==> src/sv/gcr62_pkg.sv <==
`timescale 1ns / 1ps
// ----------------------------------------------------------------------------
// gcr62_pkg
// Shared types, image layout positions and the code table of the 6-and-2
// sector encoder.
// ----------------------------------------------------------------------------
package gcr62_pkg;

  // result status codes, also used as the kind of a queued item
  typedef enum logic [1:0] {
    StPushOk  = 2'd0,
    StEmit    = 2'd1,
    StPushRej = 2'd2,
    StNotRdy  = 2'd3
  } status_e;

  // region of the track image that an emitted byte falls in
  typedef enum logic [3:0] {
    RgSync    = 4'd0,
    RgAddrPro = 4'd1,
    RgAddrFld = 4'd2,
    RgAddrEpi = 4'd3,
    RgGap     = 4'd4,
    RgDataPro = 4'd5,
    RgAux     = 4'd6,
    RgHigh    = 4'd7,
    RgCsum    = 4'd8,
    RgDataEpi = 4'd9
  } region_e;

  // sector and lane storage geometry
  localparam int unsigned SecDepth  = 256;
  localparam int unsigned SecAw     = $clog2(SecDepth);
  localparam int unsigned LaneDepth = 86;
  localparam int unsigned LaneAw    = $clog2(LaneDepth);
  localparam logic [LaneAw-1:0] LaneLast = LaneAw'(LaneDepth - 1);
  // third lane only holds bytes 172..255, so its top two entries read as zero
  localparam logic [LaneAw-1:0] Lane2Limit = LaneAw'(SecDepth - 2 * LaneDepth);

  localparam logic [1:0] LaneA = 2'd0;
  localparam logic [1:0] LaneB = 2'd1;
  localparam logic [1:0] LaneC = 2'd2;

  // image layout, by emit position
  localparam int unsigned PosW = 9;
  localparam logic [PosW-1:0] AddrProPos = 9'd37;
  localparam logic [PosW-1:0] AddrFldPos = 9'd40;
  localparam logic [PosW-1:0] AddrEpiPos = 9'd48;
  localparam logic [PosW-1:0] GapPos     = 9'd51;
  localparam logic [PosW-1:0] DataProPos = 9'd67;
  localparam logic [PosW-1:0] AuxPos     = 9'd70;
  localparam logic [PosW-1:0] HighPos    = 9'd156;
  localparam logic [PosW-1:0] CsumPos    = 9'd412;
  localparam logic [PosW-1:0] DataEpiPos = 9'd413;
  localparam logic [PosW-1:0] LastPos    = 9'd415;

  // mark bytes
  localparam logic [7:0] SyncByte  = 8'hff;
  localparam logic [7:0] MarkD5    = 8'hd5;
  localparam logic [7:0] MarkAa    = 8'haa;
  localparam logic [7:0] MarkAddr  = 8'h96;
  localparam logic [7:0] MarkData  = 8'had;
  localparam logic [7:0] MarkDe    = 8'hde;
  localparam logic [7:0] MarkEb    = 8'heb;
  localparam logic [7:0] VolumeRst = 8'd254;

  // queue between front and back
  localparam int unsigned QDepth = 2;
  localparam int unsigned QAw    = $clog2(QDepth);

  // one classified item as it travels from front to back
  typedef struct packed {
    status_e            kind;
    region_e            region;
    logic [7:0]         idx;
    logic [LaneAw-1:0]  lidx;
    logic [1:0]         lane;
    logic [7:0]         data;
    logic [7:0]         track;
    logic [7:0]         sector;
    logic               first;
    logic               last;
  } entry_t;

  // 6-and-2 write table
  localparam logic [7:0] GcrTable [64] = '{
    8'h96, 8'h97, 8'h9a, 8'h9b, 8'h9d, 8'h9e, 8'h9f, 8'ha6,
    8'ha7, 8'hab, 8'hac, 8'had, 8'hae, 8'haf, 8'hb2, 8'hb3,
    8'hb4, 8'hb5, 8'hb6, 8'hb7, 8'hb9, 8'hba, 8'hbb, 8'hbc,
    8'hbd, 8'hbe, 8'hbf, 8'hcb, 8'hcd, 8'hce, 8'hcf, 8'hd3,
    8'hd6, 8'hd7, 8'hd9, 8'hda, 8'hdb, 8'hdc, 8'hdd, 8'hde,
    8'hdf, 8'he5, 8'he6, 8'he7, 8'he9, 8'hea, 8'heb, 8'hec,
    8'hed, 8'hee, 8'hef, 8'hf2, 8'hf3, 8'hf4, 8'hf5, 8'hf6,
    8'hf7, 8'hf9, 8'hfa, 8'hfb, 8'hfc, 8'hfd, 8'hfe, 8'hff
  };

  // low two bits swapped, as packed into the auxiliary nibbles
  function automatic logic [1:0] swap2(input logic [1:0] v);
    swap2 = {v[0], v[1]};
  endfunction

endpackage

==> src/sv/gcr62_front.sv <==
`timescale 1ns / 1ps
// ----------------------------------------------------------------------------
// gcr62_front
// Accepts items, tracks load and emit progress and classifies each item
// into a queue entry for the back end.
// ----------------------------------------------------------------------------
module gcr62_front (
  input  logic               clk_i,
  input  logic               rst_ni,
  input  logic               in_valid_i,
  output logic               in_ready_o,
  input  logic               opcode_i,
  input  logic [7:0]         data_byte_i,
  input  logic [7:0]         track_number_i,
  input  logic [7:0]         sector_number_i,
  input  logic               q_full_i,
  output logic               q_push_o,
  output gcr62_pkg::entry_t  q_entry_o
);

  logic                           emitting_q, emitting_d;
  logic [gcr62_pkg::SecAw-1:0]    load_cnt_q, load_cnt_d;
  logic [1:0]                     lane_q, lane_d;
  logic [gcr62_pkg::LaneAw-1:0]   lidx_q, lidx_d;
  logic [gcr62_pkg::PosW-1:0]     pos_q, pos_d;
  logic [gcr62_pkg::PosW-1:0]     off;
  gcr62_pkg::region_e             region;
  logic                           accept;

  assign in_ready_o = ~q_full_i;
  assign accept     = in_valid_i & in_ready_o;
  assign q_push_o   = accept;

  // region of the current emit position and the offset inside it
  always_comb begin
    region = gcr62_pkg::RgSync;
    off    = '0;
    priority if (pos_q < gcr62_pkg::AddrProPos) begin
      region = gcr62_pkg::RgSync;
    end else if (pos_q < gcr62_pkg::AddrFldPos) begin
      region = gcr62_pkg::RgAddrPro;
      off    = pos_q - gcr62_pkg::AddrProPos;
    end else if (pos_q < gcr62_pkg::AddrEpiPos) begin
      region = gcr62_pkg::RgAddrFld;
      off    = pos_q - gcr62_pkg::AddrFldPos;
    end else if (pos_q < gcr62_pkg::GapPos) begin
      region = gcr62_pkg::RgAddrEpi;
      off    = pos_q - gcr62_pkg::AddrEpiPos;
    end else if (pos_q < gcr62_pkg::DataProPos) begin
      region = gcr62_pkg::RgGap;
    end else if (pos_q < gcr62_pkg::AuxPos) begin
      region = gcr62_pkg::RgDataPro;
      off    = pos_q - gcr62_pkg::DataProPos;
    end else if (pos_q < gcr62_pkg::HighPos) begin
      region = gcr62_pkg::RgAux;
      off    = pos_q - gcr62_pkg::AuxPos;
    end else if (pos_q < gcr62_pkg::CsumPos) begin
      region = gcr62_pkg::RgHigh;
      off    = pos_q - gcr62_pkg::HighPos;
    end else if (pos_q == gcr62_pkg::CsumPos) begin
      region = gcr62_pkg::RgCsum;
    end else begin
      region = gcr62_pkg::RgDataEpi;
      off    = pos_q - gcr62_pkg::DataEpiPos;
    end
  end

  // classify the item and advance the counters
  always_comb begin
    emitting_d = emitting_q;
    load_cnt_d = load_cnt_q;
    lane_d     = lane_q;
    lidx_d     = lidx_q;
    pos_d      = pos_q;

    q_entry_o        = '0;
    q_entry_o.data   = data_byte_i;
    q_entry_o.track  = track_number_i;
    q_entry_o.sector = sector_number_i;
    q_entry_o.lane   = lane_q;
    q_entry_o.lidx   = lidx_q;
    q_entry_o.region = region;

    if (!opcode_i) begin
      if (emitting_q) begin
        q_entry_o.kind = gcr62_pkg::StPushRej;
      end else begin
        q_entry_o.kind  = gcr62_pkg::StPushOk;
        q_entry_o.idx   = load_cnt_q;
        q_entry_o.first = (load_cnt_q == '0);
        if (accept) begin
          load_cnt_d = load_cnt_q + 1'b1;
          if (lidx_q == gcr62_pkg::LaneLast) begin
            lidx_d = '0;
            lane_d = lane_q + 1'b1;
          end else begin
            lidx_d = lidx_q + 1'b1;
          end
          // sector complete: start emitting from the top of the image
          if (load_cnt_q == '1) begin
            emitting_d = 1'b1;
            pos_d      = '0;
            lane_d     = gcr62_pkg::LaneA;
            lidx_d     = '0;
          end
        end
      end
    end else begin
      if (!emitting_q) begin
        q_entry_o.kind = gcr62_pkg::StNotRdy;
      end else begin
        q_entry_o.kind = gcr62_pkg::StEmit;
        q_entry_o.idx  = off[7:0];
        q_entry_o.lidx = off[gcr62_pkg::LaneAw-1:0];
        q_entry_o.last = (pos_q == gcr62_pkg::LastPos);
        if (accept) begin
          if (pos_q == gcr62_pkg::LastPos) begin
            emitting_d = 1'b0;
            pos_d      = '0;
            load_cnt_d = '0;
          end else begin
            pos_d = pos_q + 1'b1;
          end
        end
      end
    end
  end

  // progress registers
  always_ff @(posedge clk_i or negedge rst_ni) begin
    if (!rst_ni) begin
      emitting_q <= 1'b0;
      load_cnt_q <= '0;
      lane_q     <= gcr62_pkg::LaneA;
      lidx_q     <= '0;
      pos_q      <= '0;
    end else begin
      emitting_q <= emitting_d;
      load_cnt_q <= load_cnt_d;
      lane_q     <= lane_d;
      lidx_q     <= lidx_d;
      pos_q      <= pos_d;
    end
  end

endmodule

==> src/sv/gcr62_queue.sv <==
`timescale 1ns / 1ps
// ----------------------------------------------------------------------------
// gcr62_queue
// Short first-in first-out queue of classified items between the front
// and the back end.
// ----------------------------------------------------------------------------
module gcr62_queue (
  input  logic               clk_i,
  input  logic               rst_ni,
  input  logic               push_i,
  input  gcr62_pkg::entry_t  push_entry_i,
  output logic               full_o,
  input  logic               pop_i,
  output logic               empty_o,
  output gcr62_pkg::entry_t  head_o
);

  gcr62_pkg::entry_t            slots_q [gcr62_pkg::QDepth];
  logic [gcr62_pkg::QAw-1:0]    wr_ptr_q, wr_ptr_d;
  logic [gcr62_pkg::QAw-1:0]    rd_ptr_q, rd_ptr_d;
  logic [gcr62_pkg::QAw:0]      count_q, count_d;

  assign full_o  = (count_q == (gcr62_pkg::QAw+1)'(gcr62_pkg::QDepth));
  assign empty_o = (count_q == '0);
  assign head_o  = slots_q[rd_ptr_q];

  // pointer and fill count update
  always_comb begin
    wr_ptr_d = wr_ptr_q;
    rd_ptr_d = rd_ptr_q;
    count_d  = count_q;
    if (push_i) begin
      wr_ptr_d = (wr_ptr_q == gcr62_pkg::QAw'(gcr62_pkg::QDepth - 1)) ? '0 : wr_ptr_q + 1'b1;
    end
    if (pop_i) begin
      rd_ptr_d = (rd_ptr_q == gcr62_pkg::QAw'(gcr62_pkg::QDepth - 1)) ? '0 : rd_ptr_q + 1'b1;
    end
    if (push_i && !pop_i) begin
      count_d = count_q + 1'b1;
    end else if (pop_i && !push_i) begin
      count_d = count_q - 1'b1;
    end
  end

  always_ff @(posedge clk_i or negedge rst_ni) begin
    if (!rst_ni) begin
      wr_ptr_q <= '0;
      rd_ptr_q <= '0;
      count_q  <= '0;
    end else begin
      wr_ptr_q <= wr_ptr_d;
      rd_ptr_q <= rd_ptr_d;
      count_q  <= count_d;
    end
  end

  // slot storage
  always_ff @(posedge clk_i) begin
    if (push_i) begin
      slots_q[wr_ptr_q] <= push_entry_i;
    end
  end

endmodule

==> src/sv/gcr62_back.sv <==
`timescale 1ns / 1ps
// ----------------------------------------------------------------------------
// gcr62_back
// Carries out queued items: stores sector bytes, reads them back while
// emitting, runs the XOR chain through the write table and holds the
// result in an output register.
// ----------------------------------------------------------------------------
module gcr62_back (
  input  logic               clk_i,
  input  logic               rst_ni,
  input  logic [7:0]         volume_i,
  input  logic               q_empty_i,
  input  gcr62_pkg::entry_t  q_head_i,
  output logic               q_pop_o,
  output logic               out_valid_o,
  input  logic               out_ready_i,
  output logic [1:0]         status_o,
  output logic [7:0]         encoded_byte_o,
  output logic               last_byte_flag_o
);

  // sector bytes and the swapped low bit pairs, one lane per third
  logic [7:0] sec_mem   [gcr62_pkg::SecDepth];
  logic [1:0] lane0_mem [gcr62_pkg::LaneDepth];
  logic [1:0] lane1_mem [gcr62_pkg::LaneDepth];
  logic [1:0] lane2_mem [gcr62_pkg::LaneDepth];

  logic [7:0]         sec_rd_q;
  logic [1:0]         lane0_rd_q, lane1_rd_q, lane2_rd_q;
  logic               s1_valid_q;
  gcr62_pkg::entry_t  s1_q;
  logic               s1_adv;

  logic [7:0]         track_q, sector_q;
  logic [5:0]         chain_q, chain_d;

  logic               out_valid_q;
  logic [1:0]         status_q;
  logic [7:0]         byte_q, byte_d;
  logic               last_q;

  logic [5:0]         six;
  logic [1:0]         lane2_bits;
  logic [7:0]         fld_val;
  logic               push_ok;

  assign s1_adv  = s1_valid_q & (~out_valid_q | out_ready_i);
  assign q_pop_o = ~q_empty_i & (~s1_valid_q | s1_adv);
  assign push_ok = q_pop_o & (q_head_i.kind == gcr62_pkg::StPushOk);

  // storage: written on an accepted push, read as an item enters the stage
  always_ff @(posedge clk_i) begin
    if (push_ok) begin
      sec_mem[q_head_i.idx] <= q_head_i.data;
      if (q_head_i.lane == gcr62_pkg::LaneA) begin
        lane0_mem[q_head_i.lidx] <= gcr62_pkg::swap2(q_head_i.data[1:0]);
      end
      if (q_head_i.lane == gcr62_pkg::LaneB) begin
        lane1_mem[q_head_i.lidx] <= gcr62_pkg::swap2(q_head_i.data[1:0]);
      end
      if (q_head_i.lane == gcr62_pkg::LaneC) begin
        lane2_mem[q_head_i.lidx] <= gcr62_pkg::swap2(q_head_i.data[1:0]);
      end
    end
    if (q_pop_o) begin
      sec_rd_q   <= sec_mem[q_head_i.idx];
      lane0_rd_q <= lane0_mem[q_head_i.lidx];
      lane1_rd_q <= lane1_mem[q_head_i.lidx];
      lane2_rd_q <= lane2_mem[q_head_i.lidx];
    end
  end

  // read stage
  always_ff @(posedge clk_i or negedge rst_ni) begin
    if (!rst_ni) begin
      s1_valid_q <= 1'b0;
    end else if (q_pop_o) begin
      s1_valid_q <= 1'b1;
    end else if (s1_adv) begin
      s1_valid_q <= 1'b0;
    end
  end

  always_ff @(posedge clk_i) begin
    if (q_pop_o) begin
      s1_q <= q_head_i;
    end
  end

  // track and sector latched by the first push of a sector
  always_ff @(posedge clk_i or negedge rst_ni) begin
    if (!rst_ni) begin
      track_q  <= '0;
      sector_q <= '0;
    end else if (push_ok && q_head_i.first) begin
      track_q  <= q_head_i.track;
      sector_q <= q_head_i.sector;
    end
  end

  // image byte for the item in the read stage
  always_comb begin
    lane2_bits = (s1_q.lidx < gcr62_pkg::Lane2Limit) ? lane2_rd_q : 2'b00;
    six        = {lane2_bits, lane1_rd_q, lane0_rd_q};

    unique case (s1_q.idx[2:1])
      2'd0:    fld_val = volume_i;
      2'd1:    fld_val = track_q;
      2'd2:    fld_val = sector_q;
      default: fld_val = volume_i ^ track_q ^ sector_q;
    endcase

    chain_d = chain_q;
    byte_d  = gcr62_pkg::SyncByte;
    unique case (s1_q.region)
      gcr62_pkg::RgSync, gcr62_pkg::RgGap: begin
        byte_d  = gcr62_pkg::SyncByte;
        chain_d = '0;
      end
      gcr62_pkg::RgAddrPro, gcr62_pkg::RgDataPro: begin
        unique case (s1_q.idx[1:0])
          2'd0:    byte_d = gcr62_pkg::MarkD5;
          2'd1:    byte_d = gcr62_pkg::MarkAa;
          default: byte_d = (s1_q.region == gcr62_pkg::RgAddrPro) ?
                            gcr62_pkg::MarkAddr : gcr62_pkg::MarkData;
        endcase
      end
      gcr62_pkg::RgAddrEpi, gcr62_pkg::RgDataEpi: begin
        unique case (s1_q.idx[1:0])
          2'd0:    byte_d = gcr62_pkg::MarkDe;
          2'd1:    byte_d = gcr62_pkg::MarkAa;
          default: byte_d = gcr62_pkg::MarkEb;
        endcase
      end
      gcr62_pkg::RgAddrFld: begin
        // 4-and-4: odd bits first, then even bits
        byte_d = (s1_q.idx[0] ? fld_val : {1'b0, fld_val[7:1]}) | gcr62_pkg::MarkAa;
      end
      gcr62_pkg::RgAux: begin
        byte_d  = gcr62_pkg::GcrTable[chain_q ^ six];
        chain_d = six;
      end
      gcr62_pkg::RgHigh: begin
        byte_d  = gcr62_pkg::GcrTable[chain_q ^ sec_rd_q[7:2]];
        chain_d = sec_rd_q[7:2];
      end
      gcr62_pkg::RgCsum: begin
        byte_d = gcr62_pkg::GcrTable[chain_q];
      end
      default: begin
        byte_d = gcr62_pkg::SyncByte;
      end
    endcase
  end

  // chain register moves only with an emitted byte
  always_ff @(posedge clk_i or negedge rst_ni) begin
    if (!rst_ni) begin
      chain_q <= '0;
    end else if (s1_adv && (s1_q.kind == gcr62_pkg::StEmit)) begin
      chain_q <= chain_d;
    end
  end

  // output register
  always_ff @(posedge clk_i or negedge rst_ni) begin
    if (!rst_ni) begin
      out_valid_q <= 1'b0;
    end else if (s1_adv) begin
      out_valid_q <= 1'b1;
    end else if (out_ready_i) begin
      out_valid_q <= 1'b0;
    end
  end

  always_ff @(posedge clk_i) begin
    if (s1_adv) begin
      status_q <= s1_q.kind;
      byte_q   <= (s1_q.kind == gcr62_pkg::StEmit) ? byte_d : 8'h00;
      last_q   <= s1_q.last;
    end
  end

  assign out_valid_o      = out_valid_q;
  assign status_o         = status_q;
  assign encoded_byte_o   = byte_q;
  assign last_byte_flag_o = last_q;

endmodule

==> src/sv/gcr_6_and_2_sector_encoder_unit.sv <==
`timescale 1ns / 1ps
// ----------------------------------------------------------------------------
// gcr_6_and_2_sector_encoder_unit
// 6-and-2 GCR sector encoder: loads a 256-byte sector, then emits the
// 416-byte track image one byte per pull.
// ----------------------------------------------------------------------------
// Each item (push of a sector byte or pull of an image byte) gives exactly
// one result. The block takes one item per cycle when the output side keeps
// up; an accepted item passes through the two-entry queue, the registered
// read of the sector memory and the output register before its result
// leaves. No clearing pass is needed after reset. The volume register
// may be written only while no item is in flight and is read when the
// address field bytes are produced.
module gcr_6_and_2_sector_encoder_unit (
  input  logic       clk_i,
  input  logic       rst_ni,
  input  logic       cfg_we_i,
  input  logic [7:0] cfg_wdata_i,
  input  logic       in_valid_i,
  output logic       in_ready_o,
  input  logic       opcode_i,
  input  logic [7:0] data_byte_i,
  input  logic [7:0] track_number_i,
  input  logic [7:0] sector_number_i,
  output logic       out_valid_o,
  input  logic       out_ready_i,
  output logic [1:0] status_o,
  output logic [7:0] encoded_byte_o,
  output logic       last_byte_flag_o
);

  logic [7:0]         volume_val_q;
  logic               q_push, q_pop, q_full, q_empty;
  gcr62_pkg::entry_t  q_in, q_head;

  // volume register
  always_ff @(posedge clk_i or negedge rst_ni) begin
    if (!rst_ni) begin
      volume_val_q <= gcr62_pkg::VolumeRst;
    end else if (cfg_we_i) begin
      volume_val_q <= cfg_wdata_i;
    end
  end

  // front: accept and classify
  gcr62_front u_front (
    .clk_i           (clk_i),
    .rst_ni          (rst_ni),
    .in_valid_i      (in_valid_i),
    .in_ready_o      (in_ready_o),
    .opcode_i        (opcode_i),
    .data_byte_i     (data_byte_i),
    .track_number_i  (track_number_i),
    .sector_number_i (sector_number_i),
    .q_full_i        (q_full),
    .q_push_o        (q_push),
    .q_entry_o       (q_in)
  );

  // queue between front and back
  gcr62_queue u_queue (
    .clk_i        (clk_i),
    .rst_ni       (rst_ni),
    .push_i       (q_push),
    .push_entry_i (q_in),
    .full_o       (q_full),
    .pop_i        (q_pop),
    .empty_o      (q_empty),
    .head_o       (q_head)
  );

  // back: storage, chain and results
  gcr62_back u_back (
    .clk_i            (clk_i),
    .rst_ni           (rst_ni),
    .volume_i         (volume_val_q),
    .q_empty_i        (q_empty),
    .q_head_i         (q_head),
    .q_pop_o          (q_pop),
    .out_valid_o      (out_valid_o),
    .out_ready_i      (out_ready_i),
    .status_o         (status_o),
    .encoded_byte_o   (encoded_byte_o),
    .last_byte_flag_o (last_byte_flag_o)
  );

endmodule

==> config.mk <==
export PLATFORM = sky130hd
export DESIGN_NAME = gcr_6_and_2_sector_encoder_unit
export DESIGN_NICKNAME = d
export VERILOG_FILES = /design/src/sv/gcr62_pkg.sv /design/src/sv/gcr62_front.sv /design/src/sv/gcr62_queue.sv /design/src/sv/gcr62_back.sv /design/src/sv/gcr_6_and_2_sector_encoder_unit.sv
export SDC_FILE = /design/constraint.sdc
export NUM_CORES = 2
export LEC_CHECK = 0
export ABC_AREA = 0
export BUFFER_PORTS_ARGS = -buffer_cell sky130_fd_sc_hd__clkbuf_2
export CAP_MARGIN = 40
export CORE_UTILIZATION = 27
export CTS_CLUSTER_DIAMETER = 200
export CTS_CLUSTER_SIZE = 30
export DETAILED_ROUTE_END_ITERATION = 8
export GPL_TIMING_DRIVEN = 0
export SYNTH_ARGS = -nofsm -noshare
export SYNTH_HDL_FRONTEND = slang
export SYNTH_SLANG_ARGS = --single-unit
export TNS_END_PERCENT = 1
==> constraint.sdc <==
create_clock -name clk_i -period 10.52 [get_ports clk_i]
set_input_delay 0.526 -clock clk_i [delete_from_list [all_inputs] [get_ports clk_i]]
set_output_delay 0.526 -clock clk_i [all_outputs]
set_load 0.005 [all_outputs]
==> impl_results.md <==
* Fillers at 33560
* GRT Residual Overflow at 0
* Post-place setup slack at 3.392 ns
* Clock Root Buffer: clkbuf_16
* DRC Markers at 0
* Via/cell ratio at 5.685
* Die W at 585.7 um
* Reported net switching power at 13.00 mW
* Crit path to: u_back.sec_rd_q[7]
* Outcome: complete, no violations
* R2r endpoint: u_back.sec_rd_q[7]
* Internal Pwr Total at 16.02 mW
* TritonCTS clock tree: yes
* Postcts setup bufs at 0
* Area grow syn2layout at 12.72%
* Critical Path Sink Type: flip-flop
* Finished Layout Cells at 11040
* IO Port Bufs at 49
* Initial antenna violation count at 43
* CTS Buf Count at 89
* Total Nets Final at 6550
* Clock latency on the worst-skew pair at 0.92 ns
* Crit Path Category: flip-flop to flip-flop
* Critical path fanouts, max at 10
* FMAX at 0.1303 GHz
* First-pass GRT wire length at 536600 um
* DIE HEIGHT at 585.7 um
* Placer Congestion at 1.053
* Routed wire length at 411100 um
* FF+latch count, synth at 2251
* Vias in the first global route at 58410
* I/O pin count at 51
* H-tree Lvls at 3
* Worst Setup Start Kind: flip-flop
* Synth warnings at 0
* Ys async rst share at 2.799%
* Sequential share of the synthesized area at 73.14%
* # setup viols final at 0
* Clock power share at 15.3%
* Leakage at 31.93 nW
* Maxcap violations at 0
* Fin. max-slew vios at 0
* Min Tclk post-route at 7.672 ns
* Antenna-violating nets left at 0
* RSZ-0062 raised after global routing: no
* FF-to-FF Start: u_queue.rd_ptr_q
* Pwr dens at 279.9 nW/um^2
* DR vias at 62790
* Initial core utilization at 27.22%
* Cell Rows at 213
* Dpl hpwl at 292300 um
* Layout cells sized above 1 at 12.18%
* Peak supply drop at 0.2759 mV
* Unique cell type count in the Yosys netlist at 69
* Setup TNS at 0 ns
* Syn avg cell area at 15.07 um^2
* Final hold violations at 0
* Sw Ratio at 44.79%
* Mapped Nets at 6188
* Final worst path period share at 72.93%
* Iter 0 DRT Violations at 11620
* Relative slew slack at 27.72%
* Core Footprint at 337900 um^2
* Clk buf depth at 4
* Syn Inst Count at 6105
* Worst-Margin Slew at 1.079 ns
* Worst reg2reg path depth at 12
* CP Data Arrival Time at 8.12 ns
* Worst setup margin at 2.848 ns
* Hold crit path type: input pin to flip-flop
* DRT Pass-1 Iters at 8
* CP Launch Point: u_queue.rd_ptr_q
* Sequential Power Share at 39.4%
* EDFF count, synth at 2188
* R2R setup slack at 2.85 ns
* Total GRT Usage at 23.28%
* Clock transition at the registers of the reported paths at 0.14 ns
* Gate power share at 45.4%
* Die area at 343100 um^2
* Critical path data required time at 10.97 ns
* Largest net degree at the start of global routing at 143
* Clock skew at 0.1067 ns
* TritonCTS Sinks at 2251
* Placed instance count at 10860
* Main synth FF type: edfxtp_1
* Routed WL per cell at 37.23 um
* Synth Cell Area at 91990 um^2
## state kept, by name, indices dropped and copies added, names as in the netlist, 9 cells and up
name / cells
u_back.lane0_mem: 172
u_back.lane1_mem: 172
u_back.lane2_mem: 172
u_back.s1_q: 15
u_back.sec_mem: 1536
u_front.pos_q: 9
u_queue.slots_q: 98
## per-stage QoR
step	util, %	hold WS (ns)	instance area, um^2	power [mW]
4_1_cts	30.65	0.07648	103600	28.34
3_5_place_dp	29.86	0.4153	100900	24.10
6_report	30.68	0.07035	103700	29.02
2_1_floorplan	-	0.2304	91990	16.98
3_3_place_gp	28.97	0.4171	97890	23.51
5_1_grt	30.67	0.04841	103600	29.13
## logic make-up after synthesis
| logic type | after synthesis | share of synthesized area (%) |
|---|---|---|
| flops | 2251 | 73.14 |
| simple gates | 2026 | 9.435 |
| compound gates | 946 | 7.199 |
| buf+inv | 448 | 2.167 |
| mux | 356 | 7.130 |
| fa+ha+maj | 45 | 0.6120 |
| xor+xnor | 33 | 0.3142 |
## cell usage after synthesis (10+ instances only)
master / n / share of area, %
mux4_2: 235 / 5.8
buf_1: 38 / 0.16
nor4_1: 15 / 0.10
buf_6: 11 / 0.13
nand4_1: 89 / 0.61
buf_4: 38 / 0.31
mux2_2: 24 / 0.29
buf_2: 69 / 0.38
inv_1: 45 / 0.18
a41oi_1: 40 / 0.38
xnor2_1: 15 / 0.14
dfrtp_1: 56 / 1.5
a22oi_1: 305 / 2.5
o2111ai_1: 11 / 0.10
a21o_1: 14 / 0.11
nand3_1: 287 / 1.6
o211ai_1: 14 / 0.11
nand3b_1: 17 / 0.14
a22o_1: 17 / 0.16
a221oi_1: 26 / 0.25
a31oi_1: 41 / 0.28
a21oi_1: 154 / 0.84
or3_1: 12 / 0.082
a32oi_1: 26 / 0.25
o21ai_0: 120 / 0.65
clkbuf_1: 242 / 0.99
o22ai_1: 27 / 0.18
mux2i_1: 95 / 1.0
and3_1: 54 / 0.37
xor2_1: 18 / 0.17
o31ai_1: 10 / 0.082
a211o_1: 12 / 0.11
nor2_1: 656 / 2.7
edfxtp_1: 2188 / 71
a211oi_1: 25 / 0.20
a311oi_1: 60 / 0.57
nor3_1: 32 / 0.17
nand2_1: 809 / 3.3
nand2b_1: 14 / 0.095
ha_1: 45 / 0.61
## critical path, cell delays in order, from the launching register on
cell,delay (ns)
dfrtp_1,0.72
buf_4,0.36
mux2i_4,0.15
inv_2,0.12
buf_4,0.41
buf_4,0.47
buf_4,0.53
buf_2,0.80
mux4_2,0.43
a22oi_1,0.82
o2111ai_1,0.80
nor4_1,0.92
nand4_1,0.70
## per-layer routing
| metal | global-route usage, % | wire length (um) | vias to the layer above | part of all wire (%) |
|---|---|---|---|---|
| met3 | 7.125 | 51770 | 1058 | 13 |
| li1 | - | - | 24310 | - |
| met4 | 14.24 | 30090 | 20 | 7.3 |
| met5 | 0 | 203 | - | 0.049 |
| met2 | 34.59 | 177100 | 4963 | 43 |
| met1 | 29.69 | 151900 | 32440 | 37 |
## layout make-up
class / instances / area (um^2) / area share, %
multi-input cells: 3406 / 22890 / 22.07
plain buffers: 398 / 1857 / 1.791
well taps: 4515 / 5649 / 5.448
clock buffers: 119 / 2361 / 2.277
inverters: 50 / 187.7 / 0.1810
clock inverters: 5 / 58.81 / 0.05671
flip-flops and latches: 2251 / 67290 / 64.89
repair buffers: 271 / 3331 / 3.212
diodes: 29 / 72.57 / 0.06999
## cell usage in the layout, fill, tap and decap left out, types with 90 or more instances in the layout
cell type,n
a22oi_1,304
edfxtp_1,2188
o21ai_0,120
nand3_1,287
clkbuf_16,90
mux2i_1,95
a21oi_1,151
clkbuf_1,238
nand2_1,809
mux4_2,235
nor2_1,652
## repair_timing
action | in CTS | in global routing
resized for setup | 0 | 0
hold buffers | 24 | 0
endpoints found under the hold margin | 73 | 0
endpoints found under the setup margin | 0 | 0
## how the worst min path moves through the flow
stage,depth (start not counted),startpoint,end,slack [ns]
floorplan,0,rst_ni,u_back.chain_q[0],0.23
global placement,0,u_back.s1_q[0],u_back.last_byte_flag_o,0.42
detailed placement,0,u_back.s1_q[0],u_back.last_byte_flag_o,0.42
CTS,3,in_valid_i,u_queue.wr_ptr_q,0.08
global route,1,track_number_i[1],u_queue.slots_q[0][11],0.05
finish,1,track_number_i[5],u_queue.slots_q[0][15],0.07
## power by group through the flow
| stage | combinational, mW | sequential, mW | clock, mW |
|---|---|---|---|
| floorplan | 5.34 | 11.6 | 0 |
| global placement | 11.6 | 11.9 | 0 |
| detailed placement | 12.5 | 11.6 | 0 |
| CTS | 12.5 | 11.4 | 4.40 |
| global route | 13.0 | 11.5 | 4.66 |
| finish | 13.2 | 11.4 | 4.43 |
No activity file was read; power rests on OpenSTA's default activity.
